`config.mk`:
```
export PLATFORM = sky130hd
export DESIGN_NAME = gbk_text_layout_glyph_address
export DESIGN_NICKNAME = d
export VERILOG_FILES = /design/src/hw/rtl/gbk_tl_pkg.sv /design/src/hw/rtl/gbk_text_layout_glyph_address.sv
export VERILOG_INCLUDE_DIRS = /design/src /design/src/hw/rtl
export SDC_FILE = /design/constraint.sdc
export NUM_CORES = 1
export LEC_CHECK = 0
export BUFFER_PORTS_ARGS = -buffer_cell sky130_fd_sc_hd__buf_4
export CAP_MARGIN = 15
export CORE_MARGIN = 4
export CORE_UTILIZATION = 35
export CTS_CLUSTER_DIAMETER = 50
export CTS_CLUSTER_SIZE = 12
export DETAILED_ROUTE_END_ITERATION = 8
export GPL_TIMING_DRIVEN = 0
export SLEW_MARGIN = 20
export SYNTH_ARGS = -nofsm -noshare
export SYNTH_HDL_FRONTEND = slang
export SYNTH_SLANG_ARGS = --single-unit
```
`constraint.sdc`:
```
create_clock -name i_clk -period 25.7 [get_ports i_clk]
set_clock_uncertainty 0.1 [all_clocks]
set_input_delay 1.285 -clock i_clk [delete_from_list [all_inputs] [get_ports i_clk]]
set_output_delay 1.285 -clock i_clk [all_outputs]
set_load 0.1 [all_outputs]
```
`src/hw/rtl/assert_macros.svh`:
```
// Assertion helpers shared by the RTL. Clock is i_clk, reset i_rst_n (active low).
`ifndef ASSERT_MACROS_SVH
`define ASSERT_MACROS_SVH

// Same-cycle implication
`define ASSERT_IMPL(label, pre, post, msg) \
    label: assert property (@(posedge i_clk) disable iff (!i_rst_n) (pre) |-> (post)) \
        else $error(msg);

// Next-cycle implication
`define ASSERT_NEXT(label, pre, post, msg) \
    label: assert property (@(posedge i_clk) disable iff (!i_rst_n) (pre) |=> (post)) \
        else $error(msg);

`endif

```
`src/hw/rtl/gbk_tl_pkg.sv`:
```
package gbk_tl_pkg;

    // Configuration register indexes
    localparam logic [2:0] CFG_AREA_WIDTH  = 3'd0;
    localparam logic [2:0] CFG_AREA_HEIGHT = 3'd1;
    localparam logic [2:0] CFG_LARGE_FONT  = 3'd2;
    localparam logic [2:0] CFG_GBK16_BASE  = 3'd3;
    localparam logic [2:0] CFG_GB24_BASE   = 3'd4;

    // Reset values of the configuration registers
    localparam logic [15:0] AREA_WIDTH_RST  = 16'd320;
    localparam logic [15:0] AREA_HEIGHT_RST = 16'd240;

    // Draw command kinds
    typedef enum logic [2:0] {
        EV_DRAW_CHAR   = 3'd0,
        EV_DRAW_GLYPH  = 3'd1,
        EV_BLANK_GLYPH = 3'd2,
        EV_STRING_END  = 3'd3,
        EV_AREA_FULL   = 3'd4
    } t_event;

    // Special text bytes
    localparam logic [7:0] BYTE_END       = 8'h00;
    localparam logic [7:0] BYTE_CR        = 8'd13;
    localparam logic [7:0] LEAD_THRESHOLD = 8'h80;

    // GBK 16 pixel table ranges
    localparam logic [7:0] GBK_LEAD_MIN   = 8'h81;
    localparam logic [7:0] GBK_TRAIL_MIN  = 8'h40;
    localparam logic [7:0] GBK_TRAIL_GAP  = 8'h7f;
    localparam logic [7:0] GBK_TRAIL_SKIP = 8'h41;
    localparam logic [7:0] GBK_INVALID    = 8'hff;
    localparam logic [7:0] GBK_ROW_LEN    = 8'd190;

    // GB2312 24 pixel table ranges
    localparam logic [7:0] GB_OFFSET  = 8'ha1;
    localparam logic [6:0] GB_ROW_LEN = 7'd94;

    // Font geometry
    localparam logic [15:0] SIZE_SMALL  = 16'd16;
    localparam logic [15:0] SIZE_LARGE  = 16'd24;
    localparam logic [6:0]  BYTES_SMALL = 7'd32;
    localparam logic [6:0]  BYTES_LARGE = 7'd72;

    // True when the lead/trail pair has no 16 pixel glyph
    function automatic logic gbk16_invalid(input logic [7:0] lead, input logic [7:0] trail);
        gbk16_invalid = (lead < GBK_LEAD_MIN) || (trail < GBK_TRAIL_MIN) ||
                        (trail == GBK_INVALID) || (lead == GBK_INVALID);
    endfunction

    // Flash address of a 16 pixel GBK glyph, 32 bytes each
    function automatic logic [24:0] gbk16_addr(input logic [23:0] base,
                                               input logic [7:0] lead,
                                               input logic [7:0] trail);
        logic [7:0]  col;
        logic [7:0]  row;
        logic [15:0] idx;
        col = (trail < GBK_TRAIL_GAP) ? (trail - GBK_TRAIL_MIN) : (trail - GBK_TRAIL_SKIP);
        row = lead - GBK_LEAD_MIN;
        idx = 16'(row) * 16'(GBK_ROW_LEN) + {8'h00, col};
        gbk16_addr = {1'b0, base} + {4'h0, idx[15:0], 5'b00000};
    endfunction

    // Flash address of a 24 pixel GB2312 glyph, 72 bytes each
    function automatic logic [24:0] gb24_addr(input logic [23:0] base,
                                              input logic [7:0] lead,
                                              input logic [7:0] trail);
        logic [7:0]  row;
        logic [7:0]  col;
        logic [14:0] idx;
        logic [21:0] offs;
        row  = lead - GB_OFFSET;
        col  = trail - GB_OFFSET;
        idx  = 15'(row) * 15'(GB_ROW_LEN) + {7'h00, col};
        // times 72 as times 64 plus times 8
        offs = {1'b0, idx, 6'b000000} + {4'h0, idx, 3'b000};
        gb24_addr = {1'b0, base} + {3'b000, offs};
    endfunction

endpackage

```
`src/hw/rtl/gbk_text_layout_glyph_address.sv`:
```
// Registers: input register, then output register driving m_axis.
// Throughput: one text byte per cycle while m_axis is not back-pressured; the pen update is
// one pass of compares and adds between the input register and the output register.
// Lead bytes, line breaks and bytes while stopped give no draw command.
// Reset (synchronous, active low): pen and line state cleared, block stopped until a
// string starts, configuration back to 320 x 240, 16 pixel font, table bases 0.
`include "assert_macros.svh"

module gbk_text_layout_glyph_address (
    input  logic        i_clk,
    input  logic        i_rst_n,
    // configuration write
    input  logic        i_cfg_valid,
    output logic        o_cfg_ready,
    input  logic [2:0]  i_cfg_index,
    input  logic [23:0] i_cfg_data,
    // text bytes in
    input  logic        s_axis_tvalid,
    output logic        s_axis_tready,
    input  logic [39:0] s_axis_tdata,  // start_x[15:0], start_y[31:16], text_byte[39:32]
    input  logic [0:0]  s_axis_tuser,  // start_of_string[0]
    // draw commands out
    output logic        m_axis_tvalid,
    input  logic        m_axis_tready,
    output logic [71:0] m_axis_tdata,  // pos_x[15:0], pos_y[31:16], char_code[39:32],
                                       // glyph_addr[64:40], glyph_bytes[71:65]
    output logic [2:0]  m_axis_tuser   // event_res[2:0]
);

    // Configuration registers
    logic [15:0] r_area_width;
    logic [15:0] r_area_height;
    logic        r_large_font;
    logic [23:0] r_gbk16_base;
    logic [23:0] r_gb24_base;

    // Layout state
    logic [15:0] r_pen_x;
    logic [15:0] r_pen_y;
    logic [15:0] r_line_left;
    logic [15:0] r_area_top;
    logic [7:0]  r_held_lead;
    logic        r_lead_pending;
    logic        r_halted;

    // Input register
    logic        r_in_valid;
    logic        r_in_sos;
    logic [15:0] r_in_start_x;
    logic [15:0] r_in_start_y;
    logic [7:0]  r_in_byte;

    // Output register
    logic                 r_out_valid;
    gbk_tl_pkg::t_event   r_out_event;
    logic [15:0]          r_out_pos_x;
    logic [15:0]          r_out_pos_y;
    logic [7:0]           r_out_char;
    logic [24:0]          r_out_addr;
    logic [6:0]           r_out_bytes;

    // Next state and result of the item in the input register
    logic [15:0]          n_pen_x;
    logic [15:0]          n_pen_y;
    logic [15:0]          n_line_left;
    logic [15:0]          n_area_top;
    logic [7:0]           n_held_lead;
    logic                 n_lead_pending;
    logic                 n_halted;
    logic                 w_has_res;
    gbk_tl_pkg::t_event   w_event;
    logic [15:0]          w_pos_x;
    logic [15:0]          w_pos_y;
    logic [7:0]           w_char;
    logic [24:0]          w_addr;
    logic [6:0]           w_bytes;

    // Layout helpers
    logic [15:0] w_size;
    logic [15:0] w_item_w;
    logic [15:0] w_eff_x;
    logic [15:0] w_eff_y;
    logic [15:0] w_eff_left;
    logic [15:0] w_eff_top;
    logic        w_eff_pending;
    logic        w_eff_halted;
    logic        w_wrap;
    logic [15:0] w_wrap_x;
    logic [15:0] w_wrap_y;
    logic        w_full;
    logic [24:0] w_addr16;
    logic [24:0] w_addr24;
    logic        w_blank16;

    logic        w_advance;
    logic        w_in_fire;

    assign o_cfg_ready = 1'b1;

    // Input stage moves when its item needs no output slot or the slot frees up
    assign w_advance     = r_in_valid && (!w_has_res || !r_out_valid || m_axis_tready);
    assign s_axis_tready = !r_in_valid || w_advance;
    assign w_in_fire     = s_axis_tvalid && s_axis_tready;

    // Font geometry
    assign w_size = r_large_font ? gbk_tl_pkg::SIZE_LARGE : gbk_tl_pkg::SIZE_SMALL;

    // State seen by this byte: a string start loads the pen first
    assign w_eff_x       = r_in_sos ? r_in_start_x : r_pen_x;
    assign w_eff_y       = r_in_sos ? r_in_start_y : r_pen_y;
    assign w_eff_left    = r_in_sos ? r_in_start_x : r_line_left;
    assign w_eff_top     = r_in_sos ? r_in_start_y : r_area_top;
    assign w_eff_pending = r_in_sos ? 1'b0 : r_lead_pending;
    assign w_eff_halted  = r_in_sos ? 1'b0 : r_halted;

    // Wrap and area check; x > left + width - w rewritten as x + w > left + width
    assign w_item_w = w_eff_pending ? w_size : {1'b0, w_size[15:1]};
    assign w_wrap   = ({2'b00, w_eff_x} + {2'b00, w_item_w}) >
                      ({2'b00, w_eff_left} + {2'b00, r_area_width});
    assign w_wrap_x = w_wrap ? w_eff_left : w_eff_x;
    assign w_wrap_y = w_wrap ? (w_eff_y + w_size) : w_eff_y;
    assign w_full   = ({2'b00, w_wrap_y} + {2'b00, w_size}) >
                      ({2'b00, w_eff_top} + {2'b00, r_area_height});

    // Glyph addresses
    assign w_blank16 = gbk_tl_pkg::gbk16_invalid(r_held_lead, r_in_byte);
    assign w_addr16  = gbk_tl_pkg::gbk16_addr(r_gbk16_base, r_held_lead, r_in_byte);
    assign w_addr24  = gbk_tl_pkg::gb24_addr(r_gb24_base, r_held_lead, r_in_byte);

    // Per-byte layout decision
    always_comb begin
        n_pen_x        = w_eff_x;
        n_pen_y        = w_eff_y;
        n_line_left    = w_eff_left;
        n_area_top     = w_eff_top;
        n_held_lead    = r_held_lead;
        n_lead_pending = w_eff_pending;
        n_halted       = w_eff_halted;
        w_has_res      = 1'b0;
        w_event        = gbk_tl_pkg::EV_STRING_END;
        w_pos_x        = w_eff_x;
        w_pos_y        = w_eff_y;
        w_char         = 8'h00;
        w_addr         = 25'd0;
        w_bytes        = 7'd0;
        if (!w_eff_halted) begin
            if (!w_eff_pending && r_in_byte > gbk_tl_pkg::LEAD_THRESHOLD) begin
                // lead byte: hold it
                n_held_lead    = r_in_byte;
                n_lead_pending = 1'b1;
            end else if (r_in_byte == gbk_tl_pkg::BYTE_END) begin
                // end of string, any held lead dropped
                n_lead_pending = 1'b0;
                n_halted       = 1'b1;
                w_has_res      = 1'b1;
                w_event        = gbk_tl_pkg::EV_STRING_END;
            end else begin
                n_lead_pending = 1'b0;
                n_pen_x        = w_wrap_x;
                n_pen_y        = w_wrap_y;
                w_pos_x        = w_wrap_x;
                w_pos_y        = w_wrap_y;
                if (w_full) begin
                    n_halted  = 1'b1;
                    w_has_res = 1'b1;
                    w_event   = gbk_tl_pkg::EV_AREA_FULL;
                end else if (w_eff_pending) begin
                    // trail byte: one glyph
                    w_has_res = 1'b1;
                    n_pen_x   = w_wrap_x + w_size;
                    if (r_large_font) begin
                        w_event = gbk_tl_pkg::EV_DRAW_GLYPH;
                        w_addr  = w_addr24;
                        w_bytes = gbk_tl_pkg::BYTES_LARGE;
                    end else if (w_blank16) begin
                        w_event = gbk_tl_pkg::EV_BLANK_GLYPH;
                        w_bytes = gbk_tl_pkg::BYTES_SMALL;
                    end else begin
                        w_event = gbk_tl_pkg::EV_DRAW_GLYPH;
                        w_addr  = w_addr16;
                        w_bytes = gbk_tl_pkg::BYTES_SMALL;
                    end
                end else if (r_in_byte == gbk_tl_pkg::BYTE_CR) begin
                    // line break, no draw command
                    n_pen_x = w_eff_left;
                    n_pen_y = w_wrap_y + w_size;
                end else begin
                    w_has_res = 1'b1;
                    w_event   = gbk_tl_pkg::EV_DRAW_CHAR;
                    w_char    = r_in_byte;
                    n_pen_x   = w_wrap_x + {1'b0, w_size[15:1]};
                end
            end
        end
    end

    // Configuration registers
    always_ff @(posedge i_clk) begin
        if (!i_rst_n) begin
            r_area_width  <= gbk_tl_pkg::AREA_WIDTH_RST;
            r_area_height <= gbk_tl_pkg::AREA_HEIGHT_RST;
            r_large_font  <= 1'b0;
            r_gbk16_base  <= 24'd0;
            r_gb24_base   <= 24'd0;
        end else if (i_cfg_valid) begin
            unique case (i_cfg_index)
                gbk_tl_pkg::CFG_AREA_WIDTH:  r_area_width  <= i_cfg_data[15:0];
                gbk_tl_pkg::CFG_AREA_HEIGHT: r_area_height <= i_cfg_data[15:0];
                gbk_tl_pkg::CFG_LARGE_FONT:  r_large_font  <= i_cfg_data[0];
                gbk_tl_pkg::CFG_GBK16_BASE:  r_gbk16_base  <= i_cfg_data;
                gbk_tl_pkg::CFG_GB24_BASE:   r_gb24_base   <= i_cfg_data;
                default: begin
                end
            endcase
        end
    end

    // Layout state, updated as the item leaves the input register
    always_ff @(posedge i_clk) begin
        if (!i_rst_n) begin
            r_pen_x        <= 16'd0;
            r_pen_y        <= 16'd0;
            r_line_left    <= 16'd0;
            r_area_top     <= 16'd0;
            r_held_lead    <= 8'd0;
            r_lead_pending <= 1'b0;
            r_halted       <= 1'b1;
        end else if (w_advance) begin
            r_pen_x        <= n_pen_x;
            r_pen_y        <= n_pen_y;
            r_line_left    <= n_line_left;
            r_area_top     <= n_area_top;
            r_held_lead    <= n_held_lead;
            r_lead_pending <= n_lead_pending;
            r_halted       <= n_halted;
        end
    end

    // Input register
    always_ff @(posedge i_clk) begin
        if (!i_rst_n) begin
            r_in_valid <= 1'b0;
        end else if (w_in_fire) begin
            r_in_valid <= 1'b1;
        end else if (w_advance) begin
            r_in_valid <= 1'b0;
        end
    end

    always_ff @(posedge i_clk) begin
        if (w_in_fire) begin
            r_in_sos     <= s_axis_tuser[0];
            r_in_start_x <= s_axis_tdata[15:0];
            r_in_start_y <= s_axis_tdata[31:16];
            r_in_byte    <= s_axis_tdata[39:32];
        end
    end

    // Output register
    always_ff @(posedge i_clk) begin
        if (!i_rst_n) begin
            r_out_valid <= 1'b0;
        end else if (w_advance && w_has_res) begin
            r_out_valid <= 1'b1;
        end else if (m_axis_tready) begin
            r_out_valid <= 1'b0;
        end
    end

    always_ff @(posedge i_clk) begin
        if (w_advance && w_has_res) begin
            r_out_event <= w_event;
            r_out_pos_x <= w_pos_x;
            r_out_pos_y <= w_pos_y;
            r_out_char  <= w_char;
            r_out_addr  <= w_addr;
            r_out_bytes <= w_bytes;
        end
    end

    assign m_axis_tvalid = r_out_valid;
    assign m_axis_tuser  = r_out_event;
    assign m_axis_tdata  = {r_out_bytes, r_out_addr, r_out_char, r_out_pos_y, r_out_pos_x};

    // Checks
    `ASSERT_IMPL(a_bytes_match_event, r_out_valid,
        ((r_out_bytes != 7'd0) == (r_out_event == gbk_tl_pkg::EV_DRAW_GLYPH ||
                                   r_out_event == gbk_tl_pkg::EV_BLANK_GLYPH)),
        "glyph byte count does not match event kind")
    `ASSERT_NEXT(a_stop_after_end, w_advance && w_has_res &&
        (w_event == gbk_tl_pkg::EV_STRING_END || w_event == gbk_tl_pkg::EV_AREA_FULL),
        r_halted && !r_lead_pending, "block not stopped after end or full")
    `ASSERT_NEXT(a_in_reg_held, r_in_valid && !w_advance,
        r_in_valid && $stable(r_in_byte) && $stable(r_in_sos),
        "input register lost or changed a waiting transaction")

endmodule

```
---- After elaboration in Yosys (flattened, before gate mapping) ----
Cells that the tools add are included.
Widths: inputs -> output; s select.
operators by class
  $mul .................................... 2
  equal/unequal tests ..................... 7
  add/sub/neg operators ................... 18
  muxes and demuxes ....................... 53
  order comparisons ....................... 6
  bitwise logic cells ..................... 2
  reductions and logical operators ........ 27
operator list
  operator              count
  $mux 16               24
  $mux 25               2
  $add 16x5->16         3
  $add 16x16->17        2
  $add 16x5->17         2
  $gt 17x17->1          2
  $add 24x21->25        1
  $add 24x22->25        1
  $sub 8x8->8 const B   3
  $add 21x18->22        1
  $mux 1                18
  $add 16x4->16         1
  $add 16x8->16         1
  $eq 8x8->1 const B    2
  $lt 8x7->1 const B    2
  $sub 8x7->8 const B   2
  $add 15x8->15         1
  $mul 8x7->15 const B  1
  $mul 8x6->14 const B  1
  $reduce_and 2->1      5
  $eq 8x4->1 const B    1
  $gt 8x8->1 const B    1
  $logic_not 8->1       1
  $lt 8x8->1 const B    1
  other kinds (19)      36
storage, ports and cells
  output and inout bits ................... 78
  flip-flop bits (word level) ............. 273
  input port bits ......................... 73

---- Longest topological paths before layout ----
  word-level depth ........................ 18
  depth in mapped cells ................... 50
  mapped depth without buffers ............ 39

---- Least setup slack after synthesis ----
OpenSTA, ideal clock, no wires.
  path kind ............................... reg2reg
  start point ............................. reg r_in_sos
  end point ............................... reg r_out_event[0] (netlist: m_axis_tuser[0]) (enable)
  setup slack ............................. 12.318 ns
  arrival ................................. 12.783 ns
  cell stages (with the launch flop) ...... 48
  buffers on the path ..................... 13
  data required time ...................... 25.101 ns
  setup time .............................. 0.499 ns
  cell sequence ........................... edfxtp_1 buf_4 buf_6 buf_2 buf_2 buf_2 buf_1 clkbuf_1 buf_2 mux2i_1 inv_1 ha_1 fa_1 a21o_1 a21oi_1 o21bai_1 a21oi_1 o21bai_1 [12 not listed] ha_1 inv_1 ha_1 inv_1 o211ai_1 nor2_1 o21a_1 ha_1 nand4_1 or4_1 mux2i_1 a211oi_1 clkbuf_1 o21ai_0 o21ai_1 clkbuf_1 buf_1 nor2_1
RTL lines
  element                         RTL line                              source
  from (decl)                     gbk_text_layout_glyph_address.sv:48   logic r_in_sos;
  from (signal assigned)          gbk_text_layout_glyph_address.sv:252  r_in_sos <= s_axis_tuser[0];
  $mux 16 (*)                     gbk_text_layout_glyph_address.sv:111  assign w_eff_left = r_in_sos ? r_in_start_x : r_line_left;
  named net n_line_left[0]        gbk_text_layout_glyph_address.sv:65   logic [15:0] n_line_left;
  $add 16x16->17 (*)              gbk_text_layout_glyph_address.sv:119  ({2'b00, w_eff_left} + {2'b00, r_area_width});
  $gt 17x17->1 (*)                gbk_text_layout_glyph_address.sv:118  assign w_wrap = ({2'b00, w_eff_x} + {2'b00, w_item_w}) >
  $mux 16 (*)                     gbk_text_layout_glyph_address.sv:121  assign w_wrap_y = w_wrap ? (w_eff_y + w_size) : w_eff_y;
  $add 16x5->17 (*)               gbk_text_layout_glyph_address.sv:122  assign w_full = ({2'b00, w_wrap_y} + {2'b00, w_size}) >
  $gt 17x17->1 (*)                gbk_text_layout_glyph_address.sv:122
  $mux 1 (*)                      gbk_text_layout_glyph_address.sv:163  if (w_full) begin
  $mux 1 (*)                      gbk_text_layout_glyph_address.sv:151  end else if (r_in_byte == gbk_tl_pkg::BYTE_END) begin
  $mux 1 (*)                      gbk_text_layout_glyph_address.sv:147  if (!w_eff_pending && r_in_byte > gbk_tl_pkg::LEAD_THRESHOLD) begin
  $mux 1 (*)                      gbk_text_layout_glyph_address.sv:146  if (!w_eff_halted) begin
  $logic_not 1->1                 gbk_text_layout_glyph_address.sv:101  assign w_advance = r_in_valid && (!w_has_res || !r_out_valid || m_axis_tready);
  $logic_or 1x1->1 (2 in series)  gbk_text_layout_glyph_address.sv:101
  $logic_and 1x1->1               gbk_text_layout_glyph_address.sv:101
  $logic_and 1x1->1 (*)           gbk_text_layout_glyph_address.sv:271  if (w_advance && w_has_res) begin
  to (signal assigned)            gbk_text_layout_glyph_address.sv:272  r_out_event <= w_event;
  to (decl)                       gbk_text_layout_glyph_address.sv:55   gbk_tl_pkg::t_event r_out_event;
The timed path passes the listed nets; every way through them passes the cells marked *.
A chain may end at the register's enable or synchronous reset.

---- Final worst setup path ----
  start point ............................. reg r_in_sos
  end point ............................... out s_axis_tready
RTL lines
  element                         RTL line                              source
  $mux 16                         gbk_text_layout_glyph_address.sv:111
  named net n_line_left[1]        gbk_text_layout_glyph_address.sv:65
  $add 16x16->17                  gbk_text_layout_glyph_address.sv:119
  $gt 17x17->1                    gbk_text_layout_glyph_address.sv:118
  $mux 16                         gbk_text_layout_glyph_address.sv:121
  $add 16x5->17                   gbk_text_layout_glyph_address.sv:122
  $gt 17x17->1                    gbk_text_layout_glyph_address.sv:122
  $mux 1                          gbk_text_layout_glyph_address.sv:163
  $mux 1                          gbk_text_layout_glyph_address.sv:151
  $mux 1                          gbk_text_layout_glyph_address.sv:147
  $mux 1                          gbk_text_layout_glyph_address.sv:146
  $logic_not 1->1                 gbk_text_layout_glyph_address.sv:101
  $logic_or 1x1->1 (2 in series)  gbk_text_layout_glyph_address.sv:101
  $logic_and 1x1->1               gbk_text_layout_glyph_address.sv:101
  $logic_or 1x1->1                gbk_text_layout_glyph_address.sv:102  assign s_axis_tready = !r_in_valid || w_advance;
  to (decl)                       gbk_text_layout_glyph_address.sv:19   output logic s_axis_tready,
The timed path passes the listed nets, and every way through them passes these cells.

==> impl_metrics.env <==
export IMPL_track_usage_pct=22.5
export IMPL_hold_buffers=0
export IMPL_yosysSeqAreaShare_pct=31.9
export IMPL_vias=18400
export IMPL_final_setup_viol_count=0
export IMPL_grt_pass1_wl_mm=109
export IMPL_postCtsSetupBuffers=0
export IMPL_via_per_inst=5.54
export IMPL_grt_overflow=0
export IMPL_antenna_cells=0
export IMPL_wl_per_cell_um=21.9
export IMPL_post_route_min_period_ns=16.79
export IMPL_drc=0
export IMPL_synth_cells=2338
export IMPL_arrival_ns=15.41
export IMPL_row_count=88
export IMPL_syn_to_final_growth_pct=17.1
export IMPL_synthArstFlopShare_pct=0
export IMPL_die_area_sq_mm=0.0620
export IMPL_portBuffers=144
export IMPL_cts_root_buf="clkbuf_16"
export IMPL_grt_max_degree=28
export IMPL_routed_wl_mm=72.9
export IMPL_dr_pass1_iters=6
export IMPL_fp_dieW_um=249
export IMPL_power_density_mw_per_mm2=150
export IMPL_coreArea_sq_mm=0.0576
export IMPL_ios=151
export IMPL_synthTopCellsByArea="edfxtp_1 16%, dfxtp_1 15%, ha_1 12%"
export IMPL_cp_max_fo=10
export IMPL_critPathLaunchType="register"
export IMPL_drive_gt1_share_pct=11.6
export IMPL_cts_htree_levels=2
export IMPL_dp_cells=3253
export IMPL_die_y_um=249
export IMPL_clock_sinks=268
export IMPL_clk_path_buf_depth=3
export IMPL_yosys_area_top_type="edfxtp_1"
export IMPL_final_common_cell="nand2_1"
export IMPL_mostFrequentLayoutCells="324 x nand2_1, 220 x a21oi_1, 196 x ha_1"
export IMPL_worstSetupStartpoint="r_in_sos"
export IMPL_place_congestion=0.957
export IMPL_min_path_type="register to register"
export IMPL_slew_headroom_pct=22.3
export IMPL_cpMostUsedCell="clkbuf_1"
export IMPL_start_util_pct=35.3
export IMPL_first_global_vias=17900
export IMPL_path_clk_slew_ns=0.06
export IMPL_setup_tns_final_ns=0
export IMPL_critical_path_slowest_cell="buf_1"
export IMPL_cp_slowest_stage_delay_ns=0.76
export IMPL_synth_edf_count=111
export IMPL_drt_iter0_markers=1548
export IMPL_maxCapViolCount=0
export IMPL_netlist_area_leader_share_pct=16.4
export IMPL_top_regs="r_out_addr: 25 flops, r_gb24_base: 24 flops, r_gbk16_base: 24 flops"
export IMPL_synth_cell_types=92
export IMPL_fin_crit_sh_pct=65.3
export IMPL_fmax_mhz=59.5
export IMPL_cts_resized=0
export IMPL_vdd_drop_max_mv=0.251
export IMPL_cellLeakagePower_uw=0.00972
export IMPL_fin_nets=2852
export IMPL_yosys_register_bits=268
export IMPL_top_register="r_out_addr"
export IMPL_cts_tree="built"
export IMPL_antenna_found_initial=0
export IMPL_ant_nets=0
export IMPL_critPathKind="register to primary output"
export IMPL_largest_register_ffs=25
export IMPL_grt_setup_unrepaired="false"
export IMPL_yosysWarnings=0
export IMPL_endpoint_kind="primary output"
export IMPL_worst_pin_slew_ns=1.15
export IMPL_slew_viol_final=0
export IMPL_worstHoldStart="r_area_top[4]"
export IMPL_final_cell_count_no_fill=3326
export IMPL_syn_area_sq_mm=0.0203
export IMPL_hpwl_mm=58.3
export IMPL_hold_viol=0
export IMPL_insertion_delay_ns=0.57
export IMPL_synth_main_ff_cell="dfxtp_1"
export IMPL_avgSynthCellArea_sq_um=8.70
export IMPL_run_status="finished clean"
export IMPL_numCtsBuffers=40
export IMPL_crit_required_ns=24.31
export IMPL_reg2reg_from="r_in_sos"
critical path: cells and delay by family, from the launching register on:
family / cells / cell delay, ns
AO/OA/AOI/OAI: 12 / 2.84
XOR/XNOR: 2 / 0.30
adder cells (fa/ha/maj): 5 / 1.68
buffers and inverters: 16 / 6.27
flip-flops: 1 / 0.33
multiplexers: 2 / 0.88
AND/OR/NAND/NOR: 10 / 2.50
synth_stat cells (20+ instances only):
cell type and instances:
a211oi_1 32, a21o_1 27, a21oi_1 220, a31oi_1 20
and3_1 23, clkbuf_1 70, dfxtp_1 157, edfxtp_1 111
fa_1 53, ha_1 196, inv_1 150, mux2_2 24
mux2i_1 48, nand2_1 324, nand3_1 54, nand4_1 25
nor2_1 159, nor3_1 36, o211ai_1 21, o21a_1 22
o21ai_0 93, xnor2_1 98, xor2_1 61
logic make-up after synthesis:
family	Yosys count	synth area share [%]
and+or+nand+nor	743	16.7
xor gates and xnor gates	160	6.97
other	2	0.0369
DFF	268	31.9
muxes	74	3.82
buffers and inverters	250	4.84
AOI/OAI and AO/OA	592	18.5
adders and majority gates	249	17.3
final timing paths:
path / cells past startpoint / to / slack, ns
worst max-delay path: 47 / s_axis_tready / 8.91
worst min-delay path: 2 / r_area_top[4] / 0.35
worst max register to register: 48 / r_out_pos_y[9] / 9.32
worst min register to register: 2 / r_area_top[4] / 0.35
per-stage QoR:
stage	area, sq um	setup slack, ns	hold slack (ns)	power [uW]	utilization, %
2_1_floorplan	20300	12.32	0.323	2470	-
3_3_place_gp	22400	6.03	0.340	2980	38.9
3_5_place_dp	22500	9.64	0.347	3000	39.0
4_1_cts	23800	9.10	0.354	3580	41.3
5_1_grt	23800	8.43	0.371	3900	41.4
6_report	23800	8.91	0.355	3570	41.4
power by group:
part / total (uW) / internal, uW / switching, uW
sequential: 472 / 460 / 12.1
combinational: 2540 / 1030 / 1500
clock: 558 / 329 / 229
total: 3570 / 1820 / 1740
routing by layer:
metal | GRT usage, % | wire length [um]
met5 | 0 | 0
met4 | 9.10 | 3100
met3 | 3.07 | 4220
met2 | 38.4 | 34600
met1 | 28.9 | 31000
cell type report:
cell class / instances / area [sq um]
fillers: 5733 / 33800
flip-flops and latches: 268 / 6480
inverters: 154 / 578
repair buffers: 147 / 1140
well taps: 765 / 957
multi-input cells: 1823 / 12900
clock buffers: 47 / 1040
plain buffers: 96 / 407
clock inverters: 26 / 312
No activity file was read; power rests on OpenSTA's default activity.
